$ cat config.mk
export PLATFORM = sky130hd
export DESIGN_NAME = touch_report_map_and_area_hit_flat
export DESIGN_NICKNAME = d
export VERILOG_FILES = /design/src/hdl/trmah_pkg.sv /design/src/hdl/trmah_if.sv /design/src/hdl/trmah_ctrl.sv /design/src/hdl/trmah_dp.sv /design/src/hdl/touch_report_map_and_area_hit.sv /design/src/flat_wrapper.sv
export SDC_FILE = /design/constraint.sdc
export NUM_CORES = 2
export LEC_CHECK = 0
export BUFFER_PORTS_ARGS = -buffer_cell sky130_fd_sc_hd__buf_2
export CAP_MARGIN = 20
export CORE_ASPECT_RATIO = 1.2
export CORE_UTILIZATION = 58
export CTS_BUF_LIST = sky130_fd_sc_hd__clkbuf_2
export DETAILED_ROUTE_END_ITERATION = 6
export PLACE_DENSITY_LB_ADDON = 0.12
export SYNTH_ARGS = -nofsm -noshare
export SYNTH_HDL_FRONTEND = slang
export SYNTH_SLANG_ARGS = --single-unit
$ cat constraint.sdc
create_clock -name clk_i -period 6.55 [get_ports clk_i]
set_input_delay 0.655 -clock clk_i [delete_from_list [all_inputs] [get_ports clk_i]]
set_output_delay 0.655 -clock clk_i [all_outputs]
set_load 0.01 [all_outputs]
$ cat src/hdl/trmah_pkg.sv
`default_nettype none
// ----------------------------------------------------------------------------
// trmah_pkg
// Shared types and constants for the touch report map and area hit block.
// ----------------------------------------------------------------------------
package trmah_pkg;

  localparam int unsigned CFG_IDX_W  = 2;
  localparam int unsigned CFG_DATA_W = 16;
  localparam int unsigned RAW_W      = 12;
  localparam int unsigned COORD_W    = 12;
  localparam int unsigned COUNT_W    = 4;

  localparam logic [CFG_IDX_W-1:0] CFG_ROTATION = 2'd0;
  localparam logic [CFG_IDX_W-1:0] CFG_TOUCH_XR = 2'd1;
  localparam logic [CFG_IDX_W-1:0] CFG_TOUCH_YR = 2'd2;
  localparam logic [CFG_IDX_W-1:0] CFG_HOLD_MS  = 2'd3;

  localparam logic [1:0]  ROTATION_RST = 2'd0;
  localparam logic [11:0] TOUCH_XR_RST = 12'd1024;
  localparam logic [11:0] TOUCH_YR_RST = 12'd758;
  localparam logic [15:0] HOLD_MS_RST  = 16'd100;

  localparam logic [1:0] ROT_0 = 2'd0;
  localparam logic [1:0] ROT_1 = 2'd1;
  localparam logic [1:0] ROT_2 = 2'd2;
  localparam logic [1:0] ROT_3 = 2'd3;

  localparam logic [COORD_W-1:0] COORD_MAX = 12'hfff;

  typedef struct packed {
    logic               report_valid;
    logic [47:0]        coord_bytes;
    logic [7:0]         finger_mask;
    logic [31:0]        now_ms;
    logic signed [15:0] rect_left;
    logic signed [15:0] rect_top;
    logic signed [15:0] rect_width;
    logic signed [15:0] rect_height;
  } in_item_t;

  typedef struct packed {
    logic               in_area;
    logic [COUNT_W-1:0] finger_count;
    logic [COORD_W-1:0] first_x;
    logic [COORD_W-1:0] first_y;
    logic [COORD_W-1:0] second_x;
    logic [COORD_W-1:0] second_y;
  } out_item_t;

  typedef struct packed {
    logic [CFG_IDX_W-1:0]  index;
    logic [CFG_DATA_W-1:0] data;
  } cfg_wr_t;

  typedef struct packed {
    logic [1:0]  rotation;
    logic [11:0] touch_x_resolution;
    logic [11:0] touch_y_resolution;
    logic [15:0] hold_time_ms;
  } cfg_t;

  typedef struct packed {
    logic capture;
    logic div_load;
    logic div_step;
    logic latch;
    logic result;
  } ctrl_cmd_t;

  typedef struct packed {
    logic in_valid;
    logic need_map;
    logic out_free;
  } ctrl_sts_t;

  typedef enum logic [2:0] {
    ST_IDLE,
    ST_CHECK,
    ST_DIV,
    ST_LATCH,
    ST_RESULT
  } state_e;

  function automatic logic [COUNT_W-1:0] popcount8(input logic [7:0] m);
    logic [COUNT_W-1:0] c;
    c = '0;
    for (int i = 0; i < 8; i++) begin
      c = c + COUNT_W'(m[i]);
    end
    return c;
  endfunction

endpackage
`default_nettype wire

$ cat src/hdl/trmah_if.sv
`default_nettype none
// ----------------------------------------------------------------------------
// trmah channel interfaces
// Valid/ready channels for query items, result items and register writes.
// ----------------------------------------------------------------------------
interface trmah_in_if;
  logic                valid;
  logic                ready;
  trmah_pkg::in_item_t data;
  modport source (output valid, output data, input ready);
  modport sink   (input valid, input data, output ready);
endinterface

interface trmah_out_if;
  logic                 valid;
  logic                 ready;
  trmah_pkg::out_item_t data;
  modport source (output valid, output data, input ready);
  modport sink   (input valid, input data, output ready);
endinterface

interface trmah_cfg_if;
  logic               valid;
  logic               ready;
  trmah_pkg::cfg_wr_t data;
  modport source (output valid, output data, input ready);
  modport sink   (input valid, input data, output ready);
endinterface
`default_nettype wire

$ cat src/hdl/trmah_ctrl.sv
`default_nettype none
// ----------------------------------------------------------------------------
// trmah_ctrl
// Sequencer: capture, divider iterations, latch update and result load.
// ----------------------------------------------------------------------------
module trmah_ctrl #(
  parameter int unsigned STEPS = 23
) (
  input  wire logic                 clk_i,
  input  wire logic                 rst_ni,
  input  wire trmah_pkg::ctrl_sts_t sts_i,
  output trmah_pkg::ctrl_cmd_t      cmd_o,
  output logic                      in_ready_o
);
  import trmah_pkg::*;

  localparam int unsigned CNT_W = $clog2(STEPS);

  state_e           state_q, state_d;
  logic [CNT_W-1:0] cnt_q;
  logic             last_step;

  assign last_step = (cnt_q == CNT_W'(STEPS - 1));

  always_ff @(posedge clk_i or negedge rst_ni) begin
    if (!rst_ni) begin
      state_q <= ST_IDLE;
      cnt_q   <= '0;
    end else begin
      state_q <= state_d;
      if (cmd_o.div_load) begin
        cnt_q <= '0;
      end else if (cmd_o.div_step) begin
        cnt_q <= cnt_q + 1'b1;
      end
    end
  end

  always_comb begin
    state_d = state_q;
    case (state_q)
      ST_IDLE: begin
        if (sts_i.in_valid) state_d = ST_CHECK;
      end
      ST_CHECK: begin
        state_d = sts_i.need_map ? ST_DIV : ST_RESULT;
      end
      ST_DIV: begin
        if (last_step) state_d = ST_LATCH;
      end
      ST_LATCH: begin
        state_d = ST_RESULT;
      end
      ST_RESULT: begin
        if (sts_i.out_free) state_d = ST_IDLE;
      end
      default: state_d = ST_IDLE;
    endcase
  end

  always_comb begin
    in_ready_o     = (state_q == ST_IDLE);
    cmd_o.capture  = (state_q == ST_IDLE) && sts_i.in_valid;
    cmd_o.div_load = (state_q == ST_CHECK) && sts_i.need_map;
    cmd_o.div_step = (state_q == ST_DIV);
    cmd_o.latch    = (state_q == ST_LATCH);
    cmd_o.result   = (state_q == ST_RESULT) && sts_i.out_free;
  end

endmodule
`default_nettype wire

$ cat src/hdl/trmah_dp.sv
`default_nettype none
// ----------------------------------------------------------------------------
// trmah_dp
// Datapath: item register, four radix-2 divider lanes, touch latch,
// rectangle hit test and output register.
// ----------------------------------------------------------------------------
module trmah_dp #(
  parameter int unsigned DISPLAY_WIDTH  = 1024,
  parameter int unsigned DISPLAY_HEIGHT = 758,
  parameter int unsigned PROD_W         = 23
) (
  input  wire logic                 clk_i,
  input  wire logic                 rst_ni,
  input  wire trmah_pkg::ctrl_cmd_t cmd_i,
  output trmah_pkg::ctrl_sts_t      sts_o,
  input  wire trmah_pkg::cfg_t      cfg_i,
  input  wire logic                 in_valid_i,
  input  wire trmah_pkg::in_item_t  in_item_i,
  output logic                      out_valid_o,
  input  wire logic                 out_ready_i,
  output trmah_pkg::out_item_t      out_item_o
);
  import trmah_pkg::*;

  localparam int unsigned LANES = 4;
  localparam int unsigned SW    = PROD_W + 2;

  in_item_t item_q;

  logic [RAW_W-1:0]  raw [LANES];
  logic [PROD_W-1:0] prod [LANES];
  logic [11:0]       lane_res [LANES];

  logic [PROD_W-1:0] div_q [LANES];
  logic [11:0]       rem_q [LANES];
  logic              zero_q [LANES];
  logic [PROD_W-1:0] quo [LANES];

  logic [31:0]        lat_time_q;
  logic [COUNT_W-1:0] lat_count_q;
  logic [COORD_W-1:0] lat_x_q [2];
  logic [COORD_W-1:0] lat_y_q [2];

  logic [COORD_W-1:0] map_x [2];
  logic [COORD_W-1:0] map_y [2];

  logic               out_valid_q;
  out_item_t          out_q;
  logic               hit;

  function automatic logic [COORD_W-1:0] clamp12(input logic signed [SW-1:0] v);
    logic [COORD_W-1:0] r;
    if (v < 0) begin
      r = '0;
    end else if (v > $signed(SW'(COORD_MAX))) begin
      r = COORD_MAX;
    end else begin
      r = v[COORD_W-1:0];
    end
    return r;
  endfunction

  // raw point unpacking: lanes are x0, y0, x1, y1
  always_comb begin
    raw[0] = {item_q.coord_bytes[47:44], item_q.coord_bytes[39:32]};
    raw[1] = {item_q.coord_bytes[43:40], item_q.coord_bytes[31:24]};
    raw[2] = {item_q.coord_bytes[23:20], item_q.coord_bytes[15:8]};
    raw[3] = {item_q.coord_bytes[19:16], item_q.coord_bytes[7:0]};
    prod[0] = PROD_W'(raw[0]) * PROD_W'(DISPLAY_HEIGHT);
    prod[1] = PROD_W'(raw[1]) * PROD_W'(DISPLAY_WIDTH);
    prod[2] = PROD_W'(raw[2]) * PROD_W'(DISPLAY_HEIGHT);
    prod[3] = PROD_W'(raw[3]) * PROD_W'(DISPLAY_WIDTH);
    lane_res[0] = cfg_i.touch_x_resolution;
    lane_res[1] = cfg_i.touch_y_resolution;
    lane_res[2] = cfg_i.touch_x_resolution;
    lane_res[3] = cfg_i.touch_y_resolution;
  end

  always_ff @(posedge clk_i) begin
    if (cmd_i.capture) begin
      item_q <= in_item_i;
    end
  end

  // one quotient bit per lane per step
  always_ff @(posedge clk_i) begin
    for (int l = 0; l < LANES; l++) begin
      if (cmd_i.div_load) begin
        div_q[l]  <= prod[l] - 1'b1;
        rem_q[l]  <= '0;
        zero_q[l] <= (prod[l] == '0);
      end else if (cmd_i.div_step) begin
        logic [12:0] trial;
        logic        ge;
        trial = {rem_q[l], div_q[l][PROD_W-1]};
        ge    = (trial >= {1'b0, lane_res[l]});
        rem_q[l] <= ge ? 12'(trial - {1'b0, lane_res[l]}) : trial[11:0];
        div_q[l] <= {div_q[l][PROD_W-2:0], ge};
      end
    end
  end

  always_comb begin
    for (int l = 0; l < LANES; l++) begin
      if (zero_q[l]) begin
        quo[l] = '0;
      end else if (lane_res[l] == '0) begin
        quo[l] = PROD_W'(COORD_MAX);
      end else begin
        quo[l] = div_q[l];
      end
    end
  end

  // rotation and clamp
  always_comb begin
    for (int p = 0; p < 2; p++) begin
      logic signed [SW-1:0] qx, qy, sx, sy;
      qx = $signed({2'b00, quo[2*p]});
      qy = $signed({2'b00, quo[2*p+1]});
      case (cfg_i.rotation)
        ROT_0: begin
          sx = $signed(SW'(DISPLAY_WIDTH - 1)) - qy;
          sy = qx;
        end
        ROT_1: begin
          sx = qx;
          sy = qy;
        end
        ROT_2: begin
          sx = qy;
          sy = $signed(SW'(DISPLAY_HEIGHT - 1)) - qx;
        end
        default: begin
          sx = $signed(SW'(DISPLAY_HEIGHT - 1)) - qx;
          sy = $signed(SW'(DISPLAY_WIDTH - 1)) - qy;
        end
      endcase
      map_x[p] = clamp12(sx);
      map_y[p] = clamp12(sy);
    end
  end

  always_ff @(posedge clk_i or negedge rst_ni) begin
    if (!rst_ni) begin
      lat_time_q  <= '0;
      lat_count_q <= '0;
      lat_x_q[0]  <= '0;
      lat_x_q[1]  <= '0;
      lat_y_q[0]  <= '0;
      lat_y_q[1]  <= '0;
    end else if (cmd_i.latch) begin
      lat_time_q  <= item_q.now_ms;
      lat_count_q <= popcount8(item_q.finger_mask);
      lat_x_q[0]  <= map_x[0];
      lat_x_q[1]  <= map_x[1];
      lat_y_q[0]  <= map_y[0];
      lat_y_q[1]  <= map_y[1];
    end
  end

  // inclusive rectangle test, edges wrap in 16 bits
  always_comb begin
    logic signed [15:0] right, bottom;
    logic signed [16:0] l17, t17, r17, b17;
    logic               fresh;
    logic               h [2];
    right  = item_q.rect_left + item_q.rect_width;
    bottom = item_q.rect_top + item_q.rect_height;
    l17 = 17'(item_q.rect_left);
    t17 = 17'(item_q.rect_top);
    r17 = 17'(right);
    b17 = 17'(bottom);
    fresh = ((item_q.now_ms - lat_time_q) < {16'd0, cfg_i.hold_time_ms});
    for (int p = 0; p < 2; p++) begin
      logic signed [16:0] x17, y17;
      x17 = $signed({5'd0, lat_x_q[p]});
      y17 = $signed({5'd0, lat_y_q[p]});
      h[p] = (l17 <= x17) && (x17 <= r17) && (t17 <= y17) && (y17 <= b17);
    end
    hit = 1'b0;
    if (fresh) begin
      if (lat_count_q == 4'd1) begin
        hit = h[0];
      end else if (lat_count_q == 4'd2) begin
        hit = h[0] || h[1];
      end
    end
  end

  always_ff @(posedge clk_i or negedge rst_ni) begin
    if (!rst_ni) begin
      out_valid_q <= 1'b0;
    end else if (cmd_i.result) begin
      out_valid_q <= 1'b1;
    end else if (out_ready_i) begin
      out_valid_q <= 1'b0;
    end
  end

  always_ff @(posedge clk_i) begin
    if (cmd_i.result) begin
      out_q.in_area      <= hit;
      out_q.finger_count <= lat_count_q;
      out_q.first_x      <= lat_x_q[0];
      out_q.first_y      <= lat_y_q[0];
      out_q.second_x     <= lat_x_q[1];
      out_q.second_y     <= lat_y_q[1];
    end
  end

  assign sts_o.in_valid = in_valid_i;
  assign sts_o.need_map = item_q.report_valid && (item_q.finger_mask != 8'd0);
  assign sts_o.out_free = !out_valid_q || out_ready_i;
  assign out_valid_o    = out_valid_q;
  assign out_item_o     = out_q;

endmodule
`default_nettype wire

$ cat src/hdl/touch_report_map_and_area_hit.sv
`default_nettype none
// mapping: the divider runs PROD_W steps, RAW_W plus the bits of the larger
// display span; a query with no valid report or no finger set skips it and
// keeps the latched touch; the four radix-2 divider lanes give one quotient
// bit per cycle for all four coordinates; a result may wait in the output
// register while the next item is taken
// reset: config registers back to defaults, latched touch cleared to zero
// ----------------------------------------------------------------------------
// touch_report_map_and_area_hit
// Maps raw touch reports to screen points, latches them and tests
// rectangle queries against the recent touch.
// ----------------------------------------------------------------------------
module touch_report_map_and_area_hit #(
  parameter int unsigned DISPLAY_WIDTH  = 1024,
  parameter int unsigned DISPLAY_HEIGHT = 758
) (
  input  wire logic  clk_i,
  input  wire logic  rst_ni,
  trmah_in_if.sink   req_i,
  trmah_out_if.source rsp_o,
  trmah_cfg_if.sink  cfg_i
);
  import trmah_pkg::*;

  localparam int unsigned SPAN_W = (DISPLAY_WIDTH > DISPLAY_HEIGHT) ?
                                   $clog2(DISPLAY_WIDTH + 1) : $clog2(DISPLAY_HEIGHT + 1);
  localparam int unsigned PROD_W = RAW_W + SPAN_W;

  cfg_t      cfg_q;
  ctrl_cmd_t cmd;
  ctrl_sts_t sts;

  // register file
  assign cfg_i.ready = 1'b1;

  always_ff @(posedge clk_i or negedge rst_ni) begin
    if (!rst_ni) begin
      cfg_q.rotation           <= ROTATION_RST;
      cfg_q.touch_x_resolution <= TOUCH_XR_RST;
      cfg_q.touch_y_resolution <= TOUCH_YR_RST;
      cfg_q.hold_time_ms       <= HOLD_MS_RST;
    end else if (cfg_i.valid) begin
      case (cfg_i.data.index)
        CFG_ROTATION: cfg_q.rotation           <= cfg_i.data.data[1:0];
        CFG_TOUCH_XR: cfg_q.touch_x_resolution <= cfg_i.data.data[11:0];
        CFG_TOUCH_YR: cfg_q.touch_y_resolution <= cfg_i.data.data[11:0];
        CFG_HOLD_MS:  cfg_q.hold_time_ms       <= cfg_i.data.data;
        default: ;
      endcase
    end
  end

  trmah_ctrl #(
    .STEPS (PROD_W)
  ) u_ctrl (
    .clk_i      (clk_i),
    .rst_ni     (rst_ni),
    .sts_i      (sts),
    .cmd_o      (cmd),
    .in_ready_o (req_i.ready)
  );

  trmah_dp #(
    .DISPLAY_WIDTH  (DISPLAY_WIDTH),
    .DISPLAY_HEIGHT (DISPLAY_HEIGHT),
    .PROD_W         (PROD_W)
  ) u_dp (
    .clk_i       (clk_i),
    .rst_ni      (rst_ni),
    .cmd_i       (cmd),
    .sts_o       (sts),
    .cfg_i       (cfg_q),
    .in_valid_i  (req_i.valid),
    .in_item_i   (req_i.data),
    .out_valid_o (rsp_o.valid),
    .out_ready_i (rsp_o.ready),
    .out_item_o  (rsp_o.data)
  );

endmodule
`default_nettype wire
$ cat src/flat_wrapper.sv
// flat-port wrapper written by rule: the top's interface ports become plain ports
module touch_report_map_and_area_hit_flat import trmah_pkg::*;
#(
  parameter int unsigned DISPLAY_WIDTH  = 1024,
  parameter int unsigned DISPLAY_HEIGHT = 758
)
  (clk_i, rst_ni, req_i_valid, req_i_data, req_i_ready, rsp_o_valid, rsp_o_data, rsp_o_ready, cfg_i_valid, cfg_i_data, cfg_i_ready);
  trmah_in_if req_i_i ();
  trmah_out_if rsp_o_i ();
  trmah_cfg_if cfg_i_i ();
  input  wire logic clk_i;
  input  wire logic rst_ni;
  input wire logic [$bits(req_i_i.valid)-1:0] req_i_valid;
  input wire logic [$bits(req_i_i.data)-1:0] req_i_data;
  output wire logic [$bits(req_i_i.ready)-1:0] req_i_ready;
  output wire logic [$bits(rsp_o_i.valid)-1:0] rsp_o_valid;
  output wire logic [$bits(rsp_o_i.data)-1:0] rsp_o_data;
  input wire logic [$bits(rsp_o_i.ready)-1:0] rsp_o_ready;
  input wire logic [$bits(cfg_i_i.valid)-1:0] cfg_i_valid;
  input wire logic [$bits(cfg_i_i.data)-1:0] cfg_i_data;
  output wire logic [$bits(cfg_i_i.ready)-1:0] cfg_i_ready;
  assign req_i_i.valid = req_i_valid;
  assign req_i_i.data = req_i_data;
  assign req_i_ready = req_i_i.ready;
  assign rsp_o_valid = rsp_o_i.valid;
  assign rsp_o_data = rsp_o_i.data;
  assign rsp_o_i.ready = rsp_o_ready;
  assign cfg_i_i.valid = cfg_i_valid;
  assign cfg_i_i.data = cfg_i_data;
  assign cfg_i_ready = cfg_i_i.ready;
  touch_report_map_and_area_hit #(.DISPLAY_WIDTH(DISPLAY_WIDTH), .DISPLAY_HEIGHT(DISPLAY_HEIGHT)) u_core (.clk_i(clk_i), .rst_ni(rst_ni), .req_i(req_i_i), .rsp_o(rsp_o_i), .cfg_i(cfg_i_i));
endmodule
==> flow_metrics.env <==
export IMPL_status="finished clean"
export IMPL_path_class="reg2reg"
export IMPL_drive_above_1_share_pct=13.8
export IMPL_yosysMostFrequentCell="inv_1"
export IMPL_ys_types=98
export IMPL_hold_path_end="u_core.u_dp.item_q[122]$_DFFE_PP_"
export IMPL_grt_pass1_wl_um=153000
export IMPL_synth_cells=3729
export IMPL_antenna_left=0
export IMPL_r2r_start="u_core.u_dp.item_q[141]$_DFFE_PP_"
export IMPL_firstDrtPassIters=6
export IMPL_start_util_pct=59.1
export IMPL_htreeDepth=3
export IMPL_avgSynthCellArea_um2=9.70
export IMPL_place_congestion=0.983
export IMPL_critPathRequiredTime_ps=7390
export IMPL_cts_root_buf="clkbuf_2"
export IMPL_hold_path_cell_count=2
export IMPL_start_kind="flip-flop"
export IMPL_synthTopCellsByArea="edfxtp_1, ha_1, dfrtp_1, fa_1, inv_1"
export IMPL_numCtsBuffers=120
export IMPL_grt_start_max_net_pins=93
export IMPL_maxCapViolCount=0
export IMPL_antenna_found_initial=2
export IMPL_fin_tns_setup_ps=0
export IMPL_yosysSeqAreaShare_pct=38.4
export IMPL_die_x_um=230
export IMPL_dp_hpwl_um=69200
export IMPL_min_period_ps=6010
export IMPL_drtIter0Drc=2125
export IMPL_clkSlewWorstSetupHoldPaths_ps=120
export IMPL_synthTopCellsByCount="inv_1, edfxtp_1, ha_1"
export IMPL_slew_violations=0
export IMPL_synth_edff_count=350
export IMPL_crit_chain="inv_1 > fa_1 > inv_1 > fa_1 > fa_1 > inv_1 > fa_1 > inv_1 > ha_1 > nor3_1 > o21ai_0 > a31oi_1 > o21bai_1 > a211o_1 > a2111o_1 > nor4_1 > nand3_1 > xor2_1 > a21oi_1"
export IMPL_end_kind="flip-flop"
export IMPL_num_io_pins=232
export IMPL_fillerInstances=5050
export IMPL_skew_ps=125
export IMPL_worst_endpoint_arrival_ps=6850
export IMPL_area_delta_synth_final_pct=13.9
export IMPL_ff2ff_setup_slack_ps=540
export IMPL_yosys_warnings=0
export IMPL_vias_per_cell=5.85
export IMPL_worstHoldStart="req_i_data[122]"
export IMPL_dieArea_um2=63400
export IMPL_wire_per_inst_um=18.8
export IMPL_hold_viol=0
export IMPL_hold_class="in2reg"
export IMPL_grt_pass1_vias=29100
export IMPL_die_y_um=276
export IMPL_grt_ovfl_total=0
export IMPL_placementRows=99
export IMPL_cts_tree="done"
export IMPL_cts_sinks=485
export IMPL_synth_area_um2=36200
export IMPL_slowest_delay_ps=550
export IMPL_async_reset_ff_share_pct=27.8
export IMPL_yosys_area_top_type_share_pct=29.0
export IMPL_rsz0062_at_grt="no"
export IMPL_setup_viol=0
export IMPL_layout_nets=4794
export IMPL_crit_path_max_fanout=5
export IMPL_route_detailed_drc=0
export IMPL_crit_start="u_core.u_dp.item_q[141]$_DFFE_PP_"
export IMPL_port_buffers=230
export IMPL_worstMarginPinSlew_ps=1220
export IMPL_clock_path_buffers=3
export IMPL_core_area_um2=61200
export IMPL_cpMaxStageDelayCell="fa_1"
export IMPL_grt_use_total_pct=30.2
export IMPL_yosysTopAreaCell="edfxtp_1"
export IMPL_cts_resized=0
export IMPL_ys_ff_latch=485
export IMPL_slew_headroom_pct=18.3
export IMPL_synth_net_count=4360
export IMPL_period_share_pct=91.8
export IMPL_vias=29700
export IMPL_yosys_most_used_dff="edfxtp_1"
export IMPL_fmax_mhz=166
export IMPL_wirelength_um=95300
export IMPL_r2r_end="u_core.u_dp.div_q[0][21]$_DFFE_PP_"
export IMPL_r2r_cells=19
export IMPL_clk_latency_ps=1230
worst max-delay path, delay by kind of cell, from the launching register on:
family	cells	cell delay [ps]
fa+ha+maj	5	2320
xor+xnor	1	160
simple gates	3	890
buf+inv	4	280
flops	1	440
compound gates	6	1600
cell usage in the layout (no fill, tap or decap), types with 28 or more instances in the layout:
master / instances
a211oi_1: 45
a21o_1: 51
a21oi_1: 258
a31oi_1: 41
buf_2: 229
clkbuf_2: 174
clkinv_1: 35
dfrtp_1: 122
dlygate4sd3_1: 192
edfxtp_1: 350
fa_1: 107
ha_1: 348
inv_1: 395
mux2_2: 76
mux2i_1: 45
nand2_1: 262
nand2b_1: 59
nand3_1: 52
nand4_1: 37
nor2_1: 335
nor2b_1: 36
nor3_1: 91
nor4_1: 28
o211ai_1: 43
o21a_1: 35
o21ai_0: 204
o31ai_1: 32
or3_1: 33
xnor2_1: 97
xor2_1: 68
final cells by class:
cell class	instances	area (um2)	area share [%]
clock inverters	53	310	0.753
flip-flops and latches	485	13900	33.7
clock buffers	174	871	2.11
multi-input cells	2710	20300	49.3
repair buffers	450	3320	8.06
well taps	808	1010	2.45
diodes	1	2.50	0.00607
inverters	396	1490	3.61
metal layers:
metal / global-route usage (%) / routed length, um
met1: 39.3 / 40800
met2: 50.7 / 45700
met3: 3.73 / 4890
met4: 13.7 / 3910
met5: 0 / 13
registers in the layout, indices dropped and copies added (netlist names):
register / cells
u_core.u_ctrl.state_q: 3
u_core.u_ctrl.cnt_q: 5
u_core.u_dp.lat_x_q: 24
u_core.u_dp.lat_time_q: 32
u_core.u_dp.rem_q: 48
u_core.u_dp.lat_y_q: 24
u_core.u_dp.zero_q: 4
u_core.u_dp.out_valid_o: 1
u_core.u_dp.item_q: 153
u_core.u_dp.div_q: 92
u_core.u_dp.out_item_o: 53
u_core.cfg_q: 42
u_core.u_dp.lat_count_q: 4
per-stage QoR:
stage	instance area (um2)	util, %	setup slack, ps	hold slack (ps)	instances
2_1_floorplan	36200	-	1080	359	3729
6_report	41200	67.3	535	138	5077
3_5_place_dp	38100	62.2	570	475	4655
3_3_place_gp	38100	62.2	730	467	4655
4_1_cts	41200	67.3	534	3.95	5075
5_1_grt	41200	67.3	59.3	53.5	5077
worst max path at each step:
stage                                               to  cells past startpoint
finish              u_core.u_dp.div_q[0][21]$_DFFE_PP_                     19
global route        u_core.u_dp.div_q[0][20]$_DFFE_PP_                     18
CTS                 u_core.u_dp.div_q[0][21]$_DFFE_PP_                     19
detailed placement  u_core.u_dp.div_q[0][21]$_DFFE_PP_                     19
global placement    u_core.u_dp.div_q[0][21]$_DFFE_PP_                     18
floorplan           u_core.u_dp.div_q[0][21]$_DFFE_PP_                     18
logic make-up after synthesis:
group	share of synthesized area [%]
buf+inv	5.61
mux	3.73
simple gates	13.8
flops	38.4
fa+ha+maj	18.0
compound gates	16.5
xor+xnor	3.99
other cells	0.0104
timing repair:
| item | CTS | global route |
|---|---|---|
| setup buffers | 0 | 0 |
| hold endpoints to repair | 270 | 0 |
| hold buffers | 193 | 0 |
Power is left out: the tool's default activity adds up to more than one toggle a clock period on the data nets, which glitch-free logic cannot reach.
